===== src/design/rgde_pkg.sv =====
// Shared types, constants and the 5x7 glyph table of the rectangle and glyph draw engine.
// No dependencies; the core and the clip and count unit refer to it by scoped names.
package rgde_pkg;

  // Request kinds.
  localparam logic [1:0] OP_FILL    = 2'd0;
  localparam logic [1:0] OP_OUTLINE = 2'd1;
  localparam logic [1:0] OP_CHAR    = 2'd2;
  localparam logic [1:0] OP_NONE    = 2'd3;

  // Character cell geometry.
  localparam int unsigned CELL_COLS  = 6;
  localparam int unsigned CELL_ROWS  = 8;
  localparam int unsigned GLYPH_COLS = 5;
  localparam int unsigned GLYPH_ROWS = 7;
  localparam logic [2:0]  COL_LAST   = 3'(CELL_COLS - 1);
  localparam logic [2:0]  ROW_LAST   = 3'(CELL_ROWS - 1);
  localparam logic [2:0]  SIDE_LAST  = 3'd3;

  // Field widths fixed by the interface.
  localparam int unsigned COORD_W = 9;
  localparam int unsigned COUNT_W = 18;
  localparam int unsigned COLOR_W = 16;
  // Internal signed width for raw and clipped geometry.
  localparam int unsigned GEO_W   = 16;
  // Operand width of the pixel count multiplier (covers display sizes up to 2047).
  localparam int unsigned MUL_W   = 12;
  localparam int unsigned OFF_W   = 11;

  typedef logic signed [GEO_W-1:0] geo_t;
  typedef logic [GLYPH_COLS-1:0][GLYPH_ROWS-1:0] glyph_t;

  // Raw window handed to the clip and count unit.
  typedef struct packed {
    geo_t               x;
    geo_t               y;
    geo_t               w;
    geo_t               h;
    logic [COLOR_W-1:0] color;
  } win_req_t;

  // Clipped window from the clip and count unit.
  typedef struct packed {
    logic               nonempty;
    logic [COORD_W-1:0] x0;
    logic [COORD_W-1:0] y0;
    logic [COORD_W-1:0] x1;
    logic [COORD_W-1:0] y1;
    logic [COLOR_W-1:0] color;
    logic [COUNT_W-1:0] count;
  } win_res_t;

  // One result transaction as held in the pending and output registers.
  typedef struct packed {
    logic [COORD_W-1:0] x0;
    logic [COORD_W-1:0] y0;
    logic [COORD_W-1:0] x1;
    logic [COORD_W-1:0] y1;
    logic [COLOR_W-1:0] color;
    logic [COUNT_W-1:0] count;
    logic               last;
  } out_t;

  function automatic glyph_t mk(input logic [6:0] c0, input logic [6:0] c1,
                                input logic [6:0] c2, input logic [6:0] c3,
                                input logic [6:0] c4);
    return {c4, c3, c2, c1, c0};
  endfunction

  // Glyph columns for a character byte; lower case folds to upper case,
  // unknown bytes give a blank glyph.
  function automatic glyph_t glyph_lookup(input logic [7:0] ch);
    logic [7:0] c;
    glyph_t     g;
    c = ch;
    if (c >= "a" && c <= "z") c = c - 8'd32;
    unique case (c)
      "0": g = mk(7'h3e, 7'h51, 7'h49, 7'h45, 7'h3e);
      "1": g = mk(7'h00, 7'h42, 7'h7f, 7'h40, 7'h00);
      "2": g = mk(7'h42, 7'h61, 7'h51, 7'h49, 7'h46);
      "3": g = mk(7'h21, 7'h41, 7'h45, 7'h4b, 7'h31);
      "4": g = mk(7'h18, 7'h14, 7'h12, 7'h7f, 7'h10);
      "5": g = mk(7'h27, 7'h45, 7'h45, 7'h45, 7'h39);
      "6": g = mk(7'h3c, 7'h4a, 7'h49, 7'h49, 7'h30);
      "7": g = mk(7'h01, 7'h71, 7'h09, 7'h05, 7'h03);
      "8": g = mk(7'h36, 7'h49, 7'h49, 7'h49, 7'h36);
      "9": g = mk(7'h06, 7'h49, 7'h49, 7'h29, 7'h1e);
      "A": g = mk(7'h7e, 7'h11, 7'h11, 7'h11, 7'h7e);
      "B": g = mk(7'h7f, 7'h49, 7'h49, 7'h49, 7'h36);
      "C": g = mk(7'h3e, 7'h41, 7'h41, 7'h41, 7'h22);
      "D": g = mk(7'h7f, 7'h41, 7'h41, 7'h22, 7'h1c);
      "E": g = mk(7'h7f, 7'h49, 7'h49, 7'h49, 7'h41);
      "F": g = mk(7'h7f, 7'h09, 7'h09, 7'h09, 7'h01);
      "G": g = mk(7'h3e, 7'h41, 7'h49, 7'h49, 7'h7a);
      "H": g = mk(7'h7f, 7'h08, 7'h08, 7'h08, 7'h7f);
      "I": g = mk(7'h00, 7'h41, 7'h7f, 7'h41, 7'h00);
      "J": g = mk(7'h20, 7'h40, 7'h41, 7'h3f, 7'h01);
      "K": g = mk(7'h7f, 7'h08, 7'h14, 7'h22, 7'h41);
      "L": g = mk(7'h7f, 7'h40, 7'h40, 7'h40, 7'h40);
      "M": g = mk(7'h7f, 7'h02, 7'h0c, 7'h02, 7'h7f);
      "N": g = mk(7'h7f, 7'h04, 7'h08, 7'h10, 7'h7f);
      "O": g = mk(7'h3e, 7'h41, 7'h41, 7'h41, 7'h3e);
      "P": g = mk(7'h7f, 7'h09, 7'h09, 7'h09, 7'h06);
      "Q": g = mk(7'h3e, 7'h41, 7'h51, 7'h21, 7'h5e);
      "R": g = mk(7'h7f, 7'h09, 7'h19, 7'h29, 7'h46);
      "S": g = mk(7'h46, 7'h49, 7'h49, 7'h49, 7'h31);
      "T": g = mk(7'h01, 7'h01, 7'h7f, 7'h01, 7'h01);
      "U": g = mk(7'h3f, 7'h40, 7'h40, 7'h40, 7'h3f);
      "V": g = mk(7'h1f, 7'h20, 7'h40, 7'h20, 7'h1f);
      "W": g = mk(7'h7f, 7'h20, 7'h18, 7'h20, 7'h7f);
      "X": g = mk(7'h63, 7'h14, 7'h08, 7'h14, 7'h63);
      "Y": g = mk(7'h07, 7'h08, 7'h70, 7'h08, 7'h07);
      "Z": g = mk(7'h61, 7'h51, 7'h49, 7'h45, 7'h43);
      "-": g = mk(7'h08, 7'h08, 7'h08, 7'h08, 7'h08);
      "+": g = mk(7'h08, 7'h08, 7'h3e, 7'h08, 7'h08);
      "*": g = mk(7'h14, 7'h08, 7'h3e, 7'h08, 7'h14);
      "^": g = mk(7'h04, 7'h02, 7'h01, 7'h02, 7'h04);
      "/": g = mk(7'h20, 7'h10, 7'h08, 7'h04, 7'h02);
      ":": g = mk(7'h00, 7'h36, 7'h36, 7'h00, 7'h00);
      ".": g = mk(7'h00, 7'h60, 7'h60, 7'h00, 7'h00);
      ",": g = mk(7'h00, 7'h40, 7'h30, 7'h00, 7'h00);
      "=": g = mk(7'h14, 7'h14, 7'h14, 7'h14, 7'h14);
      "%": g = mk(7'h63, 7'h13, 7'h08, 7'h64, 7'h63);
      "(": g = mk(7'h00, 7'h1c, 7'h22, 7'h41, 7'h00);
      ")": g = mk(7'h00, 7'h41, 7'h22, 7'h1c, 7'h00);
      "_": g = mk(7'h40, 7'h40, 7'h40, 7'h40, 7'h40);
      "<": g = mk(7'h08, 7'h14, 7'h22, 7'h41, 7'h00);
      ">": g = mk(7'h00, 7'h41, 7'h22, 7'h14, 7'h08);
      "!": g = mk(7'h00, 7'h00, 7'h5f, 7'h00, 7'h00);
      default: g = '0;
    endcase
    return g;
  endfunction

endpackage


===== src/design/rgde_req_if.sv =====
// Request channel of the draw engine: valid/ready handshake plus one drawing request.
// Depends on nothing.
interface rgde_req_if;
  logic               valid;
  logic               ready;
  logic [1:0]         op;
  logic signed [11:0] x_pos;
  logic signed [11:0] y_pos;
  logic signed [11:0] width;
  logic signed [11:0] height;
  logic [15:0]        color;
  logic [15:0]        bg_color;
  logic [7:0]         char_code;
  logic [7:0]         scale;

  modport source (
    output valid, op, x_pos, y_pos, width, height, color, bg_color, char_code, scale,
    input  ready
  );
  modport sink (
    input  valid, op, x_pos, y_pos, width, height, color, bg_color, char_code, scale,
    output ready
  );
endinterface


===== src/design/rgde_win_if.sv =====
// Result channel of the draw engine: valid/ready handshake plus one clipped window.
// Depends on nothing.
interface rgde_win_if;
  logic        valid;
  logic        ready;
  logic [8:0]  win_x0;
  logic [8:0]  win_y0;
  logic [8:0]  win_x1;
  logic [8:0]  win_y1;
  logic [15:0] pixel_color;
  logic [17:0] pixel_count;
  logic        last;

  modport source (
    output valid, win_x0, win_y0, win_x1, win_y1, pixel_color, pixel_count, last,
    input  ready
  );
  modport sink (
    input  valid, win_x0, win_y0, win_x1, win_y1, pixel_color, pixel_count, last,
    output ready
  );
endinterface


===== src/design/rect_and_glyph_draw_engine_core.sv =====
// Top level of the rectangle and glyph draw engine: request sequencer, pending and
// output registers. Depends on rgde_pkg, rgde_req_if, rgde_win_if and rgde_win_unit.
//
// One request becomes a list of clipped display windows, each with one color and a
// pixel count; empty windows are dropped and the final window carries last. A fill is
// one window, an outline four (top, bottom, left, right), a character 48 dots walked
// column by column. Every window goes through the one shared clip and count unit
// (clip into a register, then multiply). A request is taken only while the block is
// idle; the last window of one request may still wait in the output register while
// the next request is accepted.
module rect_and_glyph_draw_engine_core #(
  parameter int DISPLAY_WIDTH  = 480,
  parameter int DISPLAY_HEIGHT = 320
) (
  input  logic              clk_i,
  input  logic              rst_ni,
  rgde_req_if.sink          req_i,
  rgde_win_if.source        win_o
);

  localparam logic [1:0] S_IDLE = 2'd0;
  localparam logic [1:0] S_CALC = 2'd1;
  localparam logic [1:0] S_MUL  = 2'd2;
  localparam logic [1:0] S_FIN  = 2'd3;

  logic [1:0] state_q, state_d;

  // Request held for the whole sequence.
  logic [1:0]         op_q;
  logic signed [11:0] x_q, y_q, w_q, h_q;
  logic [15:0]        fg_q, bg_q;
  logic [7:0]         ch_q, s_q;

  logic [2:0] col_q, col_d, row_q, row_d;
  logic [rgde_pkg::OFF_W-1:0] col_off_q, col_off_d, row_off_q, row_off_d;

  logic           pend_valid_q, pend_valid_d;
  rgde_pkg::out_t pend_q, pend_d;
  logic           out_valid_q, out_valid_d;
  rgde_pkg::out_t out_q, out_d;

  rgde_pkg::win_req_t raw;
  rgde_pkg::win_res_t res;
  rgde_pkg::glyph_t   glyph;
  logic [rgde_pkg::GLYPH_ROWS-1:0] col_bits;
  logic               dot_on;
  logic               final_win;
  logic               out_busy;
  logic               stall;
  logic               req_fire;

  rgde_pkg::geo_t xs, ys, ws, hs, ss;

  assign req_fire    = req_i.valid && req_i.ready;
  assign req_i.ready = (state_q == S_IDLE);
  assign out_busy    = out_valid_q && !win_o.ready;
  assign stall       = res.nonempty && pend_valid_q && out_busy;

  assign xs = rgde_pkg::GEO_W'(x_q);
  assign ys = rgde_pkg::GEO_W'(y_q);
  assign ws = rgde_pkg::GEO_W'(w_q);
  assign hs = rgde_pkg::GEO_W'(h_q);
  assign ss = $signed({{(rgde_pkg::GEO_W-8){1'b0}}, s_q});

  assign glyph = rgde_pkg::glyph_lookup(ch_q);

  always_comb begin
    col_bits = '0;
    if (col_q < 3'(rgde_pkg::GLYPH_COLS)) col_bits = glyph[col_q];
    dot_on = 1'b0;
    if (row_q < 3'(rgde_pkg::GLYPH_ROWS)) dot_on = col_bits[row_q];
  end

  // Raw window for the current step of the sequence.
  always_comb begin
    raw = '{x: xs, y: ys, w: ws, h: hs, color: fg_q};
    unique case (op_q)
      rgde_pkg::OP_FILL: ;
      rgde_pkg::OP_OUTLINE: begin
        unique case (row_q[1:0])
          2'd0: raw.h = rgde_pkg::geo_t'(1);
          2'd1: begin
            raw.y = ys + hs - rgde_pkg::geo_t'(1);
            raw.h = rgde_pkg::geo_t'(1);
          end
          2'd2: raw.w = rgde_pkg::geo_t'(1);
          2'd3: begin
            raw.x = xs + ws - rgde_pkg::geo_t'(1);
            raw.w = rgde_pkg::geo_t'(1);
          end
        endcase
      end
      rgde_pkg::OP_CHAR: begin
        raw.x     = xs + $signed({{(rgde_pkg::GEO_W-rgde_pkg::OFF_W){1'b0}}, col_off_q});
        raw.y     = ys + $signed({{(rgde_pkg::GEO_W-rgde_pkg::OFF_W){1'b0}}, row_off_q});
        raw.w     = ss;
        raw.h     = ss;
        raw.color = dot_on ? fg_q : bg_q;
      end
      rgde_pkg::OP_NONE: ;
    endcase
  end

  always_comb begin
    final_win = 1'b1;
    unique case (op_q)
      rgde_pkg::OP_FILL:    final_win = 1'b1;
      rgde_pkg::OP_OUTLINE: final_win = (row_q == rgde_pkg::SIDE_LAST);
      rgde_pkg::OP_CHAR:    final_win = (col_q == rgde_pkg::COL_LAST) &&
                                        (row_q == rgde_pkg::ROW_LAST);
      rgde_pkg::OP_NONE:    final_win = 1'b1;
    endcase
  end

  rgde_win_unit #(
    .DISPLAY_WIDTH (DISPLAY_WIDTH),
    .DISPLAY_HEIGHT(DISPLAY_HEIGHT)
  ) u_win (
    .clk_i(clk_i),
    .ld_i (state_q == S_CALC),
    .req_i(raw),
    .res_o(res)
  );

  // Sequencer. The newest non-empty window waits in the pending register until the
  // next one shows up or the request ends, which is what decides its last flag.
  always_comb begin
    state_d      = state_q;
    col_d        = col_q;
    row_d        = row_q;
    col_off_d    = col_off_q;
    row_off_d    = row_off_q;
    pend_valid_d = pend_valid_q;
    pend_d       = pend_q;
    out_valid_d  = out_valid_q && !win_o.ready;
    out_d        = out_q;
    unique case (state_q)
      S_IDLE: begin
        if (req_fire) begin
          col_d     = '0;
          row_d     = '0;
          col_off_d = '0;
          row_off_d = '0;
          state_d   = (req_i.op == rgde_pkg::OP_NONE) ? S_FIN : S_CALC;
        end
      end
      S_CALC: state_d = S_MUL;
      S_MUL: begin
        if (!stall) begin
          if (res.nonempty) begin
            if (pend_valid_q) begin
              out_d       = pend_q;
              out_valid_d = 1'b1;
            end
            pend_d.x0    = res.x0;
            pend_d.y0    = res.y0;
            pend_d.x1    = res.x1;
            pend_d.y1    = res.y1;
            pend_d.color = res.color;
            pend_d.count = res.count;
            pend_d.last  = 1'b0;
            pend_valid_d = 1'b1;
          end
          if (final_win) begin
            state_d = S_FIN;
          end else begin
            state_d = S_CALC;
            if (row_q == rgde_pkg::ROW_LAST) begin
              row_d     = '0;
              row_off_d = '0;
              col_d     = col_q + 3'd1;
              col_off_d = col_off_q + rgde_pkg::OFF_W'(s_q);
            end else begin
              row_d     = row_q + 3'd1;
              row_off_d = row_off_q + rgde_pkg::OFF_W'(s_q);
            end
          end
        end
      end
      S_FIN: begin
        if (!pend_valid_q) begin
          state_d = S_IDLE;
        end else if (!out_busy) begin
          out_d        = pend_q;
          out_d.last   = 1'b1;
          out_valid_d  = 1'b1;
          pend_valid_d = 1'b0;
          state_d      = S_IDLE;
        end
      end
    endcase
  end

  always_ff @(posedge clk_i or negedge rst_ni) begin
    if (!rst_ni) begin
      state_q      <= S_IDLE;
      op_q         <= rgde_pkg::OP_NONE;
      col_q        <= '0;
      row_q        <= '0;
      col_off_q    <= '0;
      row_off_q    <= '0;
      pend_valid_q <= 1'b0;
      out_valid_q  <= 1'b0;
    end else begin
      state_q      <= state_d;
      if (req_fire) op_q <= req_i.op;
      col_q        <= col_d;
      row_q        <= row_d;
      col_off_q    <= col_off_d;
      row_off_q    <= row_off_d;
      pend_valid_q <= pend_valid_d;
      out_valid_q  <= out_valid_d;
    end
  end

  always_ff @(posedge clk_i) begin
    pend_q <= pend_d;
    out_q  <= out_d;
    if (req_fire) begin
      x_q  <= req_i.x_pos;
      y_q  <= req_i.y_pos;
      w_q  <= req_i.width;
      h_q  <= req_i.height;
      fg_q <= req_i.color;
      bg_q <= req_i.bg_color;
      ch_q <= req_i.char_code;
      s_q  <= req_i.scale;
    end
  end

  assign win_o.valid       = out_valid_q;
  assign win_o.win_x0      = out_q.x0;
  assign win_o.win_y0      = out_q.y0;
  assign win_o.win_x1      = out_q.x1;
  assign win_o.win_y1      = out_q.y1;
  assign win_o.pixel_color = out_q.color;
  assign win_o.pixel_count = out_q.count;
  assign win_o.last        = out_q.last;

`ifndef ASSERT_OFF
  // Nothing may be left pending once the sequencer has gone idle.
  a_pend_idle: assert property (@(posedge clk_i) disable iff (!rst_ni)
    (state_q == S_IDLE) |-> !pend_valid_q)
    else $error("pending window left behind in idle");

  // The column walk never passes the last cell column.
  a_col_range: assert property (@(posedge clk_i) disable iff (!rst_ni)
    (state_q != S_IDLE) |-> (col_q <= rgde_pkg::COL_LAST))
    else $error("cell column out of range");

  // A blocked handoff keeps the sequence where it is.
  a_stall_hold: assert property (@(posedge clk_i) disable iff (!rst_ni)
    (state_q == S_MUL && stall) |=>
      (state_q == S_MUL && $stable(col_q) && $stable(row_q)))
    else $error("sequence advanced while the window handoff was blocked");
`endif

endmodule


===== src/design/rgde_win_unit.sv =====
// Shared clip and pixel count unit: clips one raw window to the display, registers it,
// and forms the window corners and pixel count. Depends on rgde_pkg.
module rgde_win_unit #(
  parameter int DISPLAY_WIDTH  = 480,
  parameter int DISPLAY_HEIGHT = 320
) (
  input  logic                clk_i,
  input  logic                ld_i,
  input  rgde_pkg::win_req_t  req_i,
  output rgde_pkg::win_res_t  res_o
);

  localparam rgde_pkg::geo_t LimX = rgde_pkg::GEO_W'(DISPLAY_WIDTH);
  localparam rgde_pkg::geo_t LimY = rgde_pkg::GEO_W'(DISPLAY_HEIGHT);

  // Returns {clipped position, clipped length}.
  function automatic logic [2*rgde_pkg::GEO_W-1:0] clip_axis(input rgde_pkg::geo_t p,
                                                              input rgde_pkg::geo_t l,
                                                              input rgde_pkg::geo_t lim);
    rgde_pkg::geo_t p1;
    rgde_pkg::geo_t l1;
    p1 = p;
    l1 = l;
    if (p1 < 0) begin
      l1 = l1 + p1;
      p1 = '0;
    end
    if (p1 + l1 > lim) l1 = lim - p1;
    return {p1, l1};
  endfunction

  logic [2*rgde_pkg::GEO_W-1:0] cx_full, cy_full;
  rgde_pkg::geo_t cx_q, cw_q, cy_q, ch_q;
  logic [rgde_pkg::COLOR_W-1:0] color_q;
  rgde_pkg::geo_t xe, ye;
  logic [2*rgde_pkg::MUL_W-1:0] prod;

  assign cx_full = clip_axis(req_i.x, req_i.w, LimX);
  assign cy_full = clip_axis(req_i.y, req_i.h, LimY);

  always_ff @(posedge clk_i) begin
    if (ld_i) begin
      cx_q    <= cx_full[2*rgde_pkg::GEO_W-1:rgde_pkg::GEO_W];
      cw_q    <= cx_full[rgde_pkg::GEO_W-1:0];
      cy_q    <= cy_full[2*rgde_pkg::GEO_W-1:rgde_pkg::GEO_W];
      ch_q    <= cy_full[rgde_pkg::GEO_W-1:0];
      color_q <= req_i.color;
    end
  end

  assign xe   = cx_q + cw_q - rgde_pkg::geo_t'(1);
  assign ye   = cy_q + ch_q - rgde_pkg::geo_t'(1);
  // A non-empty window has both lengths within the display, so the low bits suffice.
  assign prod = cw_q[rgde_pkg::MUL_W-1:0] * ch_q[rgde_pkg::MUL_W-1:0];

  always_comb begin
    res_o.nonempty = (cw_q > 0) && (ch_q > 0);
    res_o.x0       = cx_q[rgde_pkg::COORD_W-1:0];
    res_o.y0       = cy_q[rgde_pkg::COORD_W-1:0];
    res_o.x1       = xe[rgde_pkg::COORD_W-1:0];
    res_o.y1       = ye[rgde_pkg::COORD_W-1:0];
    res_o.color    = color_q;
    res_o.count    = prod[rgde_pkg::COUNT_W-1:0];
  end

endmodule


===== src/flat_wrapper.sv =====
// flat-port wrapper written by rule: the top's interface ports become plain ports
module rect_and_glyph_draw_engine_core_flat 
#(
  parameter int DISPLAY_WIDTH  = 480,
  parameter int DISPLAY_HEIGHT = 320
)
  (clk_i, rst_ni, req_i_valid, req_i_op, req_i_x_pos, req_i_y_pos, req_i_width, req_i_height, req_i_color, req_i_bg_color, req_i_char_code, req_i_scale, req_i_ready, win_o_valid, win_o_win_x0, win_o_win_y0, win_o_win_x1, win_o_win_y1, win_o_pixel_color, win_o_pixel_count, win_o_last, win_o_ready);
  rgde_req_if req_i_i ();
  rgde_win_if win_o_i ();
  input  logic clk_i;
  input  logic rst_ni;
  input wire logic [$bits(req_i_i.valid)-1:0] req_i_valid;
  input wire logic [$bits(req_i_i.op)-1:0] req_i_op;
  input wire logic [$bits(req_i_i.x_pos)-1:0] req_i_x_pos;
  input wire logic [$bits(req_i_i.y_pos)-1:0] req_i_y_pos;
  input wire logic [$bits(req_i_i.width)-1:0] req_i_width;
  input wire logic [$bits(req_i_i.height)-1:0] req_i_height;
  input wire logic [$bits(req_i_i.color)-1:0] req_i_color;
  input wire logic [$bits(req_i_i.bg_color)-1:0] req_i_bg_color;
  input wire logic [$bits(req_i_i.char_code)-1:0] req_i_char_code;
  input wire logic [$bits(req_i_i.scale)-1:0] req_i_scale;
  output wire logic [$bits(req_i_i.ready)-1:0] req_i_ready;
  output wire logic [$bits(win_o_i.valid)-1:0] win_o_valid;
  output wire logic [$bits(win_o_i.win_x0)-1:0] win_o_win_x0;
  output wire logic [$bits(win_o_i.win_y0)-1:0] win_o_win_y0;
  output wire logic [$bits(win_o_i.win_x1)-1:0] win_o_win_x1;
  output wire logic [$bits(win_o_i.win_y1)-1:0] win_o_win_y1;
  output wire logic [$bits(win_o_i.pixel_color)-1:0] win_o_pixel_color;
  output wire logic [$bits(win_o_i.pixel_count)-1:0] win_o_pixel_count;
  output wire logic [$bits(win_o_i.last)-1:0] win_o_last;
  input wire logic [$bits(win_o_i.ready)-1:0] win_o_ready;
  assign req_i_i.valid = req_i_valid;
  assign req_i_i.op = req_i_op;
  assign req_i_i.x_pos = req_i_x_pos;
  assign req_i_i.y_pos = req_i_y_pos;
  assign req_i_i.width = req_i_width;
  assign req_i_i.height = req_i_height;
  assign req_i_i.color = req_i_color;
  assign req_i_i.bg_color = req_i_bg_color;
  assign req_i_i.char_code = req_i_char_code;
  assign req_i_i.scale = req_i_scale;
  assign req_i_ready = req_i_i.ready;
  assign win_o_valid = win_o_i.valid;
  assign win_o_win_x0 = win_o_i.win_x0;
  assign win_o_win_y0 = win_o_i.win_y0;
  assign win_o_win_x1 = win_o_i.win_x1;
  assign win_o_win_y1 = win_o_i.win_y1;
  assign win_o_pixel_color = win_o_i.pixel_color;
  assign win_o_pixel_count = win_o_i.pixel_count;
  assign win_o_last = win_o_i.last;
  assign win_o_i.ready = win_o_ready;
  rect_and_glyph_draw_engine_core #(.DISPLAY_WIDTH(DISPLAY_WIDTH), .DISPLAY_HEIGHT(DISPLAY_HEIGHT)) u_core (.clk_i(clk_i), .rst_ni(rst_ni), .req_i(req_i_i), .win_o(win_o_i));
endmodule

===== config.mk =====
export PLATFORM = sky130hd
export DESIGN_NAME = rect_and_glyph_draw_engine_core_flat
export DESIGN_NICKNAME = d
export VERILOG_FILES = /design/src/design/rgde_pkg.sv /design/src/design/rgde_req_if.sv /design/src/design/rgde_win_if.sv /design/src/design/rect_and_glyph_draw_engine_core.sv /design/src/design/rgde_win_unit.sv /design/src/flat_wrapper.sv
export SDC_FILE = /design/constraint.sdc
export NUM_CORES = 1
export LEC_CHECK = 0
export BUFFER_PORTS_ARGS = -buffer_cell sky130_fd_sc_hd__buf_2
export CORE_MARGIN = 8
export CORE_UTILIZATION = 30
export DETAILED_ROUTE_END_ITERATION = 7
export PLACE_DENSITY = 0.51
export SLEW_MARGIN = 20
export SYNTH_ARGS = -nofsm -noshare
export SYNTH_HDL_FRONTEND = slang
export SYNTH_HIERARCHICAL = 1
export SYNTH_MEMORY_MAX_BITS = 65536
export SYNTH_SLANG_ARGS = --single-unit

===== constraint.sdc =====
create_clock -name clk_i -period 7.2 [get_ports clk_i]
set_clock_uncertainty 0.15 [all_clocks]
set_input_delay 0.36 -clock clk_i [delete_from_list [all_inputs] [get_ports clk_i]]
set_output_delay 0.36 -clock clk_i [all_outputs]
set_load 0.02 [all_outputs]

==> flow_summary.ini <==
[synthesis]
ys_ff_latch = 337
ys_seq_area_share_pct = 36.8
syn_inst = 2698
synth_common_cells = inv_1, edfxtp_1, ha_1, nand2_1, a21oi_1
yosysTopAreaCell = edfxtp_1
synth_top_flop_cell = edfxtp_1
yosysMostFrequentCell = inv_1
syn_nets = 3156
synthesis.area_sq_um = 27000
synth_area_per_cell_sq_um = 10.0
synth_top_area_share_pct = 33.6
synth_area_leaders = edfxtp_1, ha_1, fa_1
ys_async_sr_fraction_pct = 10.1
yosys_warnings = 6
synth_edf_count = 303
synthDistinctLibCells = 101

[setup_path]
critical_path_class = reg -> reg
crit_cells = 26
cp-start-kind = flop
arrival_ns = 6.97
critPathMaxFanout = 8
required_ns = 7.35
cp_slowest_stage_delay_ns = 0.53
crit_path_top_delay_cell = or4_4
r2r_cells = 26
endpoint_kind = flop
cp_top_family = compound AO/OA/AOI/OAI gates
critPathBufInv = 1

[hold_path]
hp-class = in -> reg
hold_path_depth = 3

[floorplanning]
rows = 110
coreArea_sq_um = 89700
die_area_sq_um = 100000
pin_count = 175
die_h_microns = 316
dieWidth_microns = 316
start_util_pct = 30.1

[routing]
drc = 0
dr.pass1.iters = 8
drt-vias-per-instance = 4.92
wl_per_cell_microns = 18.2
routed_wl_microns = 76100
final_antenna_net_count = 0
drt_iter0_markers = 1533
vias = 20600

[clock_network]
cts_made_buffers = 41
clockBufferDepth = 3
clk_pin_slew_worst_paths_ns = 0.06
cts_tree = done
htreeDepth = 2
cts_root_buffer = clkbuf_16
cts_sinks = 337
clk_latency_ns = 0.58

[finish]
layout-drive-gt1-share_pct = 14.5
num-fill-cells = 9125
layout.nets = 3435
syn_to_final_growth_pct = 18.3
instances_no_fill = 4188

[placement]
dpl_worst_slack_ns = 0.0916
dpl.hpwl_microns = 57700
dp_cells = 3999
place.gp.congestion = 0.958
portBuffers = 174

[global_routing]
antenna_found_initial = 4
grt_remaining_overflow = 0
grt_util_all_layers_pct = 14.9
grt_max_degree = 80
grt_pass1_vias = 20700
grt_pass1_wl_microns = 119000

[timing]
clock.fmax_mhz = 147
fin_ws_ns = 0.375
finalSetupTns_ns = 0
drv_slew = 0
fin_crit_ns = 6.82
layout_worst_path_cycle_share_pct = 94.8
grt_setup_unrepaired = no
setup_viol_count_final = 0
hold_viol_final = 0
worst_pin_slew_ns = 1.21
timing.slew.headroom_pct = 18.4

[job]
drv_cap = 0

[outcome]
status = finished clean
[cell families after synthesis]
group | share of synthesized area, %
and+or+nand+nor | 12.2
buffers and inverters | 6.79
AOI/OAI and AO/OA | 15.6
xor gates and xnor gates | 4.96
muxes | 4.15
DFF | 36.8
adders and majority gates | 19.5
[per-stage QoR]
stage	cell area [sq um]	util, %	hold slack [ns]
floorplan	27000	-	-0.0856
global route	32000	35.6	0.0912
finish	32000	35.6	0.0788
global placement	29400	32.7	0.251
CTS	31800	35.4	0.0428
detailed placement	29400	32.7	0.255
[final timing paths]
path,startpoint,slack [ns],end
max in group asynchronous,rst_ni,6.06,u_core/row_off_q[0]
setup / recovery,u_core/y_q[0],0.38,u_core/u_win/ch_q[11]
hold reg to reg,u_core/pend_q[65],0.26,u_core/win_o.win_x0[3]
hold / removal,win_o_ready,0.08,u_core/win_o.valid
min in group asynchronous,rst_ni,0.29,u_core/col_off_q[9]
setup reg to reg,u_core/y_q[0],0.38,u_core/u_win/ch_q[11]
[cell type report]
| cell class | count | area [sq um] | area share (%) |
|---|---|---|---|
| clock inverter | 27 | 282 | 0.880 |
| sequential | 337 | 9950 | 31.1 |
| clock buffer | 49 | 1090 | 3.40 |
| multi-input combinational | 1898 | 15400 | 48.2 |
| timing repair buffer | 343 | 2440 | 7.63 |
| antenna | 2 | 5.00 | 0.0156 |
| tap | 1176 | 1470 | 4.60 |
| inverter | 356 | 1340 | 4.19 |
[repair_timing]
action / 4_1_cts / 5_1_grt
endpoints found under the hold margin: 131 / 0
hold buffers: 100 / 0
buffers inserted: 0 / 10
endpoints found under the setup margin: 0 / 32
resized for setup: 0 / 38
[layer usage]
metal	vias up	global-route usage [%]	wire length (microns)
met5	-	0	10
met4	2	4.51	2250
met3	137	1.97	3730
met2	579	24.5	34900
met1	9780	20.2	35200
li1	10100	-	-
[worst reg2reg max path: cells and delay by family (launching register included)]
family | cells | cell delay [ns]
AND/OR/NAND/NOR | 5 | 1.29
XOR/XNOR | 1 | 0.14
flip-flops | 1 | 0.42
AO/OA/AOI/OAI | 14 | 2.68
multiplexers | 1 | 0.32
buffers and inverters | 1 | 0.23
adder cells (fa/ha/maj) | 4 | 1.31
[state kept, by name (all words and copies together) (netlist names), 11 cells and up]
| name | count |
|---|---|
| u_core/w_q | 12 |
| u_core/win_o.pixel_color | 16 |
| u_core/h_q | 12 |
| u_core/u_win/ch_q | 16 |
| u_core/u_win/color_q | 16 |
| u_core/u_win/cw_q | 16 |
| u_core/col_off_q | 11 |
| u_core/row_off_q | 11 |
| u_core/pend_q | 70 |
| u_core/fg_q | 16 |
| u_core/win_o.pixel_count | 18 |
| u_core/y_q | 12 |
| u_core/x_q | 12 |
| u_core/bg_q | 16 |
[placed cells by master (no fill, tap or decap), types with 64 or more instances in the layout]
cell type	Yosys	final
inv_1	350	350
edfxtp_1	303	303
ha_1	247	242
nand2_1	227	227
buf_2	24	174
a21oi_1	152	143
nor2_1	142	141
fa_1	109	108
o21ai_0	113	102
dlygate4sd3_1	0	100
xnor2_1	99	99
buf_4	7	64
Power is not shown: default switching activity piles up to over one toggle a cycle in this logic, so the estimate is an artifact.
